`config.mk`:
```
export PLATFORM = sky130hd
export DESIGN_NAME = ctr_cfg
export DESIGN_NICKNAME = d
export VERILOG_FILES = /design/src/rtl/core/ctr_pkg.sv /design/src/rtl/core/ctr_cfg.sv
export SDC_FILE = /design/constraint.sdc
export NUM_CORES = 1
export LEC_CHECK = 0
export BUFFER_PORTS_ARGS = -buffer_cell sky130_fd_sc_hd__clkbuf_2
export CAP_MARGIN = 5
export CORE_ASPECT_RATIO = 1.75
export CORE_MARGIN = 2
export CORE_UTILIZATION = 40
export DETAILED_ROUTE_END_ITERATION = 12
export SYNTH_ARGS = -nofsm -noshare
export SYNTH_HDL_FRONTEND = slang
export SYNTH_SLANG_ARGS = --single-unit
```
`constraint.sdc`:
```
create_clock -name clock -period 16.05 [get_ports clock]
set_input_delay 0 -clock clock [delete_from_list [all_inputs] [get_ports clock]]
set_output_delay 0 -clock clock [all_outputs]
set_load 0.005 [all_outputs]
```
`src/rtl/core/ctr_pkg.sv`:
```
// Shared widths, reset constants, limit words and types for the compact target retarget block.
// No dependencies; used by ctr_cfg, ctr_divider, compact_target_retarget and the testbench.
package ctr_pkg;

   localparam int TARGET_WIDTH    = 256;
   localparam int BASE_LIMIT_BITS = TARGET_WIDTH - 20;
   localparam int V2_LIMIT_BITS   = TARGET_WIDTH - 48;
   localparam int HUGE_BITS       = TARGET_WIDTH + 21;

   localparam int SP_W    = 16;
   localparam int TS_W    = 20;
   localparam int TEN_W   = 20;
   localparam int DEN_W   = 21;
   localparam int A_W     = 22;
   localparam int ACT_W   = 33;
   localparam int NUM_W   = 35;
   localparam int MAG_W   = 34;
   localparam int MANT_W  = 23;
   localparam int PROD_W  = MANT_W + MAG_W;
   // fixed-point fraction bits: keeps at least 24 quotient bits for any nonzero product
   localparam int FRAC_BITS  = 44;
   localparam int QW         = PROD_W + FRAC_BITS + 1;
   localparam int DIV_STAGES = QW / 2;
   localparam int BQ_W       = $clog2(QW + 1);
   localparam int QI_W       = $clog2(QW);
   localparam int S_W        = $clog2(HUGE_BITS);
   localparam int L_W        = S_W + 2;
   localparam int NBY_W      = 6;

   localparam int RST_SPACING  = 60;
   localparam int RST_TIMESPAN = 120 * 60;
   localparam int RST_INTERVAL = RST_TIMESPAN / RST_SPACING;
   localparam int RST_NUM_BASE = (RST_INTERVAL - 1) * RST_SPACING;
   localparam int RST_DEN      = (RST_INTERVAL + 1) * RST_SPACING;
   localparam int RST_TEN_SP   = RST_SPACING * 10;

   typedef enum logic {
      REG_SPACING  = 1'b0,
      REG_TIMESPAN = 1'b1
   } ctr_reg_type;

   // compact encoding of an all-ones value of the given bit length
   function automatic logic [31:0] limit_word(input int bits);
      int          nb;
      int          avail;
      logic [23:0] w;
      nb = (bits + 7) / 8;
      if (nb <= 3) begin
         w = 24'((64'd1 << bits) - 64'd1);
         w = w << (8 * (3 - nb));
      end else begin
         avail = bits - 8 * (nb - 3);
         w = (avail >= 24) ? 24'hffffff : 24'((64'd1 << avail) - 64'd1);
      end
      if (w[23]) begin
         w  = w >> 8;
         nb = nb + 1;
      end
      return {8'(nb), w};
   endfunction

   localparam logic [31:0] LIMIT_BASE_WORD = limit_word(BASE_LIMIT_BITS);
   localparam logic [31:0] LIMIT_V2_WORD   = limit_word(V2_LIMIT_BITS);

   typedef struct packed {
      logic                    busy;
      logic [SP_W-1:0]         spacing;
      logic [TEN_W-1:0]        ten_spacing;
      logic signed [A_W-1:0]   num_base;
      logic [DEN_W-1:0]        den;
   } ctr_cfg_type;

   typedef struct packed {
      logic           go;
      logic           lim_v2;
      logic [S_W-1:0] shift;
   } ctr_side_type;

endpackage

```
`src/rtl/core/ctr_cfg.sv`:
```
// Configuration registers and the derived retarget constants (interval, numerator base, divisor).
// Depends on ctr_pkg.
module ctr_cfg import ctr_pkg::*; (
   input  logic        clock,
   input  logic        reset,
   input  logic        psel,
   input  logic        penable,
   input  logic        pwrite,
   input  logic [2:0]  paddr,
   input  logic [31:0] pwdata,
   output logic [31:0] prdata,
   output logic        pready,
   output ctr_cfg_type cfg
);

   typedef enum logic [3:0] {
      ST_IDLE   = 4'b0001,
      ST_START  = 4'b0010,
      ST_DIVIDE = 4'b0100,
      ST_MULT   = 4'b1000
   } ctr_state_type;

   ctr_state_type         state_ff, state_in;
   logic [SP_W-1:0]       spacing_ff;
   logic [TS_W-1:0]       timespan_ff;
   logic [SP_W-1:0]       sp_eff_ff;
   logic [SP_W-1:0]       rem_ff, rem_in;
   logic [TS_W-1:0]       quo_ff, quo_in;
   logic [4:0]            cnt_ff;
   logic signed [A_W-1:0] num_base_ff;
   logic [DEN_W-1:0]      den_ff;
   logic [TEN_W-1:0]      ten_ff;
   logic                  wr;
   logic [SP_W:0]         r2;
   logic signed [A_W-1:0] im1;
   logic [DEN_W-1:0]      ip1;
   ctr_reg_type           idx;

   assign pready = 1'b1;
   assign wr     = psel && penable && pwrite;
   assign idx    = ctr_reg_type'(paddr[2]);
   assign prdata = (idx == REG_TIMESPAN) ? 32'(timespan_ff) : 32'(spacing_ff);

   // one restoring step of timespan / spacing per cycle
   always_comb begin
      r2 = {rem_ff, quo_ff[TS_W-1]};
      if (r2 >= {1'b0, sp_eff_ff}) begin
         rem_in = SP_W'(r2 - {1'b0, sp_eff_ff});
         quo_in = {quo_ff[TS_W-2:0], 1'b1};
      end else begin
         rem_in = r2[SP_W-1:0];
         quo_in = {quo_ff[TS_W-2:0], 1'b0};
      end
      im1 = $signed(A_W'(quo_ff)) - $signed(A_W'(1));
      ip1 = DEN_W'(quo_ff) + DEN_W'(1);
   end

   always_comb begin
      state_in = state_ff;
      case (state_ff)
         ST_IDLE:   state_in = ST_IDLE;
         ST_START:  state_in = ST_DIVIDE;
         ST_DIVIDE: if (cnt_ff == 5'd1) state_in = ST_MULT;
         ST_MULT:   state_in = ST_IDLE;
         default:   state_in = ST_IDLE;
      endcase
      if (wr) state_in = ST_START;
   end

   always_ff @(posedge clock) begin
      if (reset) begin
         state_ff    <= ST_IDLE;
         spacing_ff  <= SP_W'(RST_SPACING);
         timespan_ff <= TS_W'(RST_TIMESPAN);
         sp_eff_ff   <= SP_W'(RST_SPACING);
         num_base_ff <= A_W'(RST_NUM_BASE);
         den_ff      <= DEN_W'(RST_DEN);
         ten_ff      <= TEN_W'(RST_TEN_SP);
      end else begin
         state_ff <= state_in;
         if (wr) begin
            if (idx == REG_SPACING) spacing_ff <= pwdata[SP_W-1:0];
            else timespan_ff <= pwdata[TS_W-1:0];
         end
         if (state_ff == ST_START) begin
            sp_eff_ff <= (spacing_ff == '0) ? SP_W'(1) : spacing_ff;
         end
         if (state_ff == ST_MULT) begin
            num_base_ff <= A_W'(im1 * $signed({1'b0, sp_eff_ff}));
            den_ff      <= DEN_W'(ip1 * sp_eff_ff);
            ten_ff      <= TEN_W'(sp_eff_ff * 4'd10);
         end
      end
   end

   always_ff @(posedge clock) begin
      if (state_ff == ST_START) begin
         rem_ff <= '0;
         quo_ff <= timespan_ff;
         cnt_ff <= 5'(TS_W);
      end else if (state_ff == ST_DIVIDE) begin
         rem_ff <= rem_in;
         quo_ff <= quo_in;
         cnt_ff <= cnt_ff - 5'd1;
      end
   end

   assign cfg.busy        = (state_ff != ST_IDLE);
   assign cfg.spacing     = sp_eff_ff;
   assign cfg.ten_spacing = ten_ff;
   assign cfg.num_base    = num_base_ff;
   assign cfg.den         = den_ff;

endmodule

```
==> results_dict.tcl, run 1 <==
set metrics [dict create \
    cts.sinks 158 \
    grt_first_pass_wirelength_mm 103 \
    p_sw_mw 0.263 \
    cp.arrival_ns 8.84 \
    crit_path_start_kind "flop" \
    setup_violations 0 \
    r2r-start "quo_ff[0]" \
    via_count 17600 \
    async_flop_share_pct 0 \
    htreeDepth 4 \
    synthAdderAreaFrac_pct 39.4 \
    grt-ovfl-total 0 \
    synth_top_family_by_area "adder cells" \
    totalWireLength_mm 65.9 \
    postRouteAntennaNets 0 \
    ys_warn_count 0 \
    min_period_over_period_pct 52.8 \
    cts_root_buffer "clkbuf_16" \
    final_nets 3158 \
    synth-seq-cells 158 \
    io_pins 153 \
    intPower_mw 0.683 \
    cts_tree "built" \
    place_area_mm2 0.0226 \
    drt_iter0_drc 893 \
    max-slew-margin-rel_pct 16.0 \
    hpwl_mm 51.8 \
    status "completed" \
    p_clk_share_pct 45.0 \
    tightest_slew_ns 1.26 \
    via_per_inst 5.29 \
    clk_latency_ns 0.45 \
    synth-main-ff-cell "dfxtp_1" \
    syn_to_final_growth_pct 9.92 \
    maxCapViolCount 0 \
    finClkSkew_ns 0.0184 \
    synth_area_mm2 0.0213 \
    synth_compound_area_share_pct 7.67 \
    synth.avg_cell_area_um2 8.32 \
    ys_seq_area_share_pct 15.8 \
    first_global_vias 19000 \
    cts_setup_buffers 0 \
    synth.area.mux_share_pct 1.47 \
    grt_usage_pct 24.7 \
    io_buffers 124 \
    start_util_pct 40.6 \
    final_cell_mix "nand2_1, inv_1, fa_1" \
    rsz0062_at_grt "false" \
    drc_errors 0 \
    grt_max_degree 89 \
    fin_cells 3329 \
    rows 111 \
    die_area_mm2 0.0552 \
    hold_start "pwrite" \
    cp-startpoint "quo_ff[0]" \
    post-route-cell-area_mm2 0.0234 \
    die_w_um 178 \
    mostFrequentLayoutCell "nand2_1" \
    required_ns 16.41 \
    drv_slew 0 \
    cts_buffers 17 \
    synth_edf_count 20 \
    fmax_ghz 0.118 \
    synth_cell_types 71 \
    seq_power_share_pct 43.0 \
    core_area_mm2 0.0525 \
    setup_tns_ns 0 \
    yosys.area_share.simple_pct 19.1 \
    place_congestion 0.951 \
    fin_total_pwr_mw 0.946 \
    diodes 0 \
    hp-class "in -> reg" \
    antenna_found_initial 0 \
    die_h_um 309 \
    crit_path_max_fanout 20 \
    critPathKind "reg -> reg" \
    post_synth_xor_area_fraction_pct 5.69 \
    path_clk_slew_ns 0.07 \
    end_kind "flop" \
    hold_viol_final 0 \
    min_period_ns 8.48 \
    synthCells 2559 \
    powerDensity_mw_per_mm2 40.4 \
    slowest_stage "xnor3_1" \
    drive_gt1_share_pct 9.20 \
    power.share.switching_pct 27.8 \
    power_leakage_nw 11.3 \
    slowest_delay_ns 0.60 \
    clk_path_buf_depth 2 \
    first_pass_iters 5 \
    p_comb_share_pct 12.0 \
    dp.cells 3274 \
    crit_path_frequent_cell "fa_1" \
    ir_worst_vdd_v 0.0000622 \
    avgRoutedWirePerCell_um 19.8 \
]
[Yosys cell counts (13+ instances only)]
cell | n | area (um2)
a21o_1 | 22 | 165
a21oi_1 | 127 | 636
and2_1 | 134 | 838
and3_1 | 14 | 87.6
buf_4 | 16 | 120
clkbuf_1 | 118 | 443
dfxtp_1 | 138 | 2760
edfxtp_1 | 20 | 601
fa_1 | 316 | 6330
ha_1 | 164 | 2050
inv_1 | 451 | 1690
mux2_2 | 18 | 203
nand2_1 | 516 | 1940
nand3_1 | 34 | 170
nand4_1 | 13 | 81.3
nor2_1 | 94 | 353
nor3_1 | 21 | 105
nor4_1 | 13 | 81.3
o211ai_1 | 13 | 97.6
o21ai_0 | 54 | 270
or3_1 | 13 | 81.3
xnor2_1 | 86 | 753
xor2_1 | 35 | 307
[worst max-delay path: cells and delay by family (launching register included)]
| family | cells | cell delay [ns] |
|---|---|---|
| XOR/XNOR | 3 | 1.34 |
| AO/OA/AOI/OAI | 6 | 1.16 |
| buffers and inverters | 6 | 0.82 |
| adder cells (fa/ha/maj) | 8 | 3.74 |
| AND/OR/NAND/NOR | 5 | 1.03 |
| flip-flops | 1 | 0.32 |
[cell type report]
class	instances	area, um2
clock buffer	17	425
clock inverter	15	178
fill	5234	29100
inverter	453	1700
multi-input combinational	1817	15700
sequential	158	3370
tap	678	848
timing repair buffer	191	1180
[layer usage]
layer	global-route usage, %	part of all wire (%)	vias to the layer above
li1	-	-	8020
met1	24.6	34	8806
met2	47.2	55	559
met3	2.65	3.8	213
met4	16.8	7.7	0
met5	0	0	-
[flip-flops by register name (all words and copies together), names as in the netlist]
signal,flops
timespan_ff,20
num_base_ff,22
spacing_ff,16
cnt_ff,5
rem_ff,16
sp_eff_ff,16
ten_ff,19
quo_ff,20
state_ff,4
den_ff,20
[stage by stage]
stage          hold slack [ns]  utilization [%]  setup WS [ns]
6_report                0.0272             44.6           7.57
5_1_grt                 0.0423             44.6           7.13
4_1_cts                0.00135             44.6           7.56
3_5_place_dp             0.232             43.0           7.59
3_3_place_gp             0.230             43.0           7.69
2_1_floorplan            0.124                -           8.66
[cell families after synthesis]
family | count (synthesis)
other | 2
adder cells (fa/ha/maj) | 480
buffers and inverters | 596
flip-flops | 158
AND/OR/NAND/NOR | 892
multiplexers | 29
AO/OA/AOI/OAI | 274
XOR/XNOR | 128
[path summary, 6_finish.rpt]
| path | to | slack, ns | depth (start not counted) |
|---|---|---|---|
| hold reg to reg | ten_ff[1] | 0.46 | 2 |
| setup reg to reg | den_ff[20] | 7.57 | 28 |
| hold / removal | state_ff[3] | 0.03 | 3 |
| setup / recovery | den_ff[20] | 7.57 | 28 |
[what timing repair did]
action / 4_1_cts / 5_1_grt
endpoints found under the hold margin: 39 / 0
hold buffers: 23 / 0
gates resized for setup: 0 / 0
[power by group through the flow]
stage	clock [mW]	combinational [mW]	sequential (mW)
finish	0.426	0.113	0.407
global route	0.447	0.125	0.407
CTS	0.433	0.114	0.407
detailed placement	0	0.109	0.416
global placement	0	0.107	0.416
floorplan	0	0.0751	0.414
(Power assumes the default switching activity.)
==> run 2, diff against run 1 <==
Settings changed: ABC_AREA from default to 1.
Clock period 16.05 ns to 8 ns, I/O delays scaled along.
==> run 2 against run 1 <==
Compared with the run above:
- power is 110% higher
- synthesized area is 2.6% higher
- cell count is 13% higher
- core utilization is 0.19 points lower
- routed wire length is 8.2% higher
- register-to-register slack worse by 7.0 ns
- die area is 2.6% higher
- synthesized cell count is 16% higher
- count of clock-buffer cells in the layout is 4 higher
- critical path depth is 3 higher
- largest cell class unchanged
- largest power group unchanged
- highest routed layer unchanged
==> results_dict.tcl, run 2 <==
set metrics [dict create \
    status "completed" \
    first_pass_iters 6 \
    end_kind "flop" \
    postRouteAntennaNets 0 \
    final_cell_mix "nand2_1, inv_1, nor2_1" \
    power_leakage_nw 12.5 \
    cts_root_buffer "clkbuf_16" \
    maxCapViolCount 0 \
    synth_cell_types 48 \
    via_count 19300 \
    finClkSkew_ns 0.0117 \
    tightest_slew_ns 0.928 \
    dp.cells 3719 \
    critPathKind "reg -> reg" \
    syn_to_final_growth_pct 10.0 \
    rows 113 \
    ys_top_cells_by_area "fa_1, dfxtp_1, nand2_1" \
    core_area_mm2 0.0542 \
    slowest_stage "edfxtp_1" \
    hold_viol_final 0 \
    via_per_inst 5.12 \
    min_period_over_period_pct 92.4 \
    antenna_found_initial 0 \
    synthCells 2967 \
    die_area_mm2 0.0566 \
    clk_path_buf_depth 2 \
    place_congestion 1.02 \
    fin_cells 3773 \
    r2r_cells 31 \
    seq_area_mm2 0.00336 \
    cp.arrival_ns 7.73 \
    crit_path_start_kind "flop" \
    cts.sinks 158 \
    hold_start "psel" \
    cts_tree "built" \
    worstHoldPathCells 4 \
    fillers 5673 \
    synth.top_cells.by_count "nand2_1, inv_1, nor2_1" \
    required_ns 8.35 \
    async_flop_share_pct 0 \
    grt_max_degree 68 \
    cts_setup_buffers 0 \
    powerDensity_mw_per_mm2 84.4 \
    totalWireLength_mm 71.3 \
    largest_register_ffs 22 \
    crit_family "adder cells" \
    crit_path_max_fanout 7 \
    cts_resized 0 \
    setup_violations 0 \
    grt_first_pass_wirelength_mm 110 \
    r2r-start "quo_ff[0]" \
    slowest_delay_ns 0.60 \
    hp-class "in -> reg" \
    crit_path_frequent_cell "nand2_1" \
    grt_usage_pct 25.7 \
    htreeDepth 4 \
    die_w_um 181 \
    synth.most_common_cell "nand2_1" \
    synth_edf_count 20 \
    min_to "state_ff[3]" \
    worstPathBufferInverterCount 7 \
    ys_warn_count 0 \
    final_nets 3590 \
    diodes 0 \
    die_h_um 313 \
    io_buffers 124 \
    first_global_vias 20100 \
    mostFrequentLayoutCell "nand2_1" \
    min_period_ns 7.39 \
    drt_iter0_drc 958 \
    synth.avg_cell_area_um2 7.37 \
    synth-main-ff-cell "dfxtp_1" \
    drv_slew 0 \
    hpwl_mm 57.7 \
    setup_tns_ns 0 \
    synth_area_mm2 0.0219 \
    max-slew-margin-rel_pct 38.1 \
    cts_buffers 17 \
    multiInputGateArea_mm2 0.0156 \
    io_pins 153 \
    avgRoutedWirePerCell_um 18.9 \
    start_util_pct 40.4 \
    drive_gt1_share_pct 8.08 \
    regToRegSetupSlack_ns 0.61 \
    ys_seq_area_share_pct 15.4 \
    ir_worst_vdd_v 0.000167 \
    path_clk_slew_ns 0.07 \
    largest-register "num_base_ff" \
    fmax_ghz 0.135 \
    rsz0062_at_grt "false" \
    clk_latency_ns 0.46 \
    drc_errors 0 \
    synth_top_area_cell "fa_1" \
    synth_top_area_share_pct 28.9 \
    grt-ovfl-total 0 \
    r2r-end "den_ff[20]" \
    synth-seq-cells 158 \
]
-- run 2: cell count changes after synthesis, sizes merged, moves of 77 or more --
cell	delta
and2	-131
nand3	+77
nand2	+113
nor2	+252
o21ai	+130
inv	+175
-- run 2: cell type report --
type	instances	area share (%)
Multi-Input combinational cell	2066	64.9
Clock buffer	21	1.96
Inverter	635	9.93
Timing Repair Buffer	192	4.99
Clock inverter	11	0.640
Tap cell	690	3.59
Sequential cell	158	14.0
-- run 2: report_power, final --
| part | switching [mW] | internal [mW] |
|---|---|---|
| registers | 0.00852 | 0.812 |
| logic | 0.200 | 0.117 |
| clock network | 0.370 | 0.520 |
-- run 2: per-stage QoR --
stage	total power, mW	utilization (%)	hold slack [ns]	cell area [um2]	setup WS [ns]
after CTS	2.05	44.4	0.0211	24000	0.619
after detailed placement	1.15	42.8	0.222	23200	0.644
final	2.03	44.4	0.0493	24000	0.611
after floorplan	1.06	-	0.113	21900	1.73
after global routing	2.11	44.4	0.0676	24000	0.238
after global placement	1.14	42.8	0.218	23200	0.737
-- run 2: kinds of logic after synthesis --
group                    share of synthesized area [%]
flip-flops                                        15.4
AO/OA/AOI/OAI                                     9.03
buffers and inverters                             13.4
AND/OR/NAND/NOR                                   21.6
other                                           0.0344
XOR/XNOR                                          2.20
adder cells (fa/ha/maj)                           38.3
-- run 2: worst max path at each step --
stage               slack [ns]  depth (start not counted)          to       from
floorplan                 1.73                         31  den_ff[20]  quo_ff[3]
global route              0.24                         31  den_ff[20]  quo_ff[0]
detailed placement        0.64                         31  den_ff[20]  quo_ff[0]
global placement          0.74                         31  den_ff[20]  quo_ff[0]
CTS                       0.62                         31  den_ff[20]  quo_ff[0]
finish                    0.61                         31  den_ff[20]  quo_ff[0]
-- run 2: routing by layer --
metal / share of wire (%) / up-vias / global-route usage, %
met3: 3.5 / 191 / 2.39
met1: 35 / 9420 / 26.3
met2: 54 / 527 / 48.5
li1: - / 9198 / -
met5: 0 / - / 0
met4: 7.6 / 0 / 17.7
-- run 2: what timing repair did --
action	in CTS	in global routing
endpoints found under the hold margin	37	0
hold buffers	22	0
setup endpoints to repair	0	0
-- run 2: worst min-delay path, cell delays in order --
cell and delay, ns:
clkbuf_2 0.08, nand3_1 0.14, inv_1 0.18, nor3_1 0.07
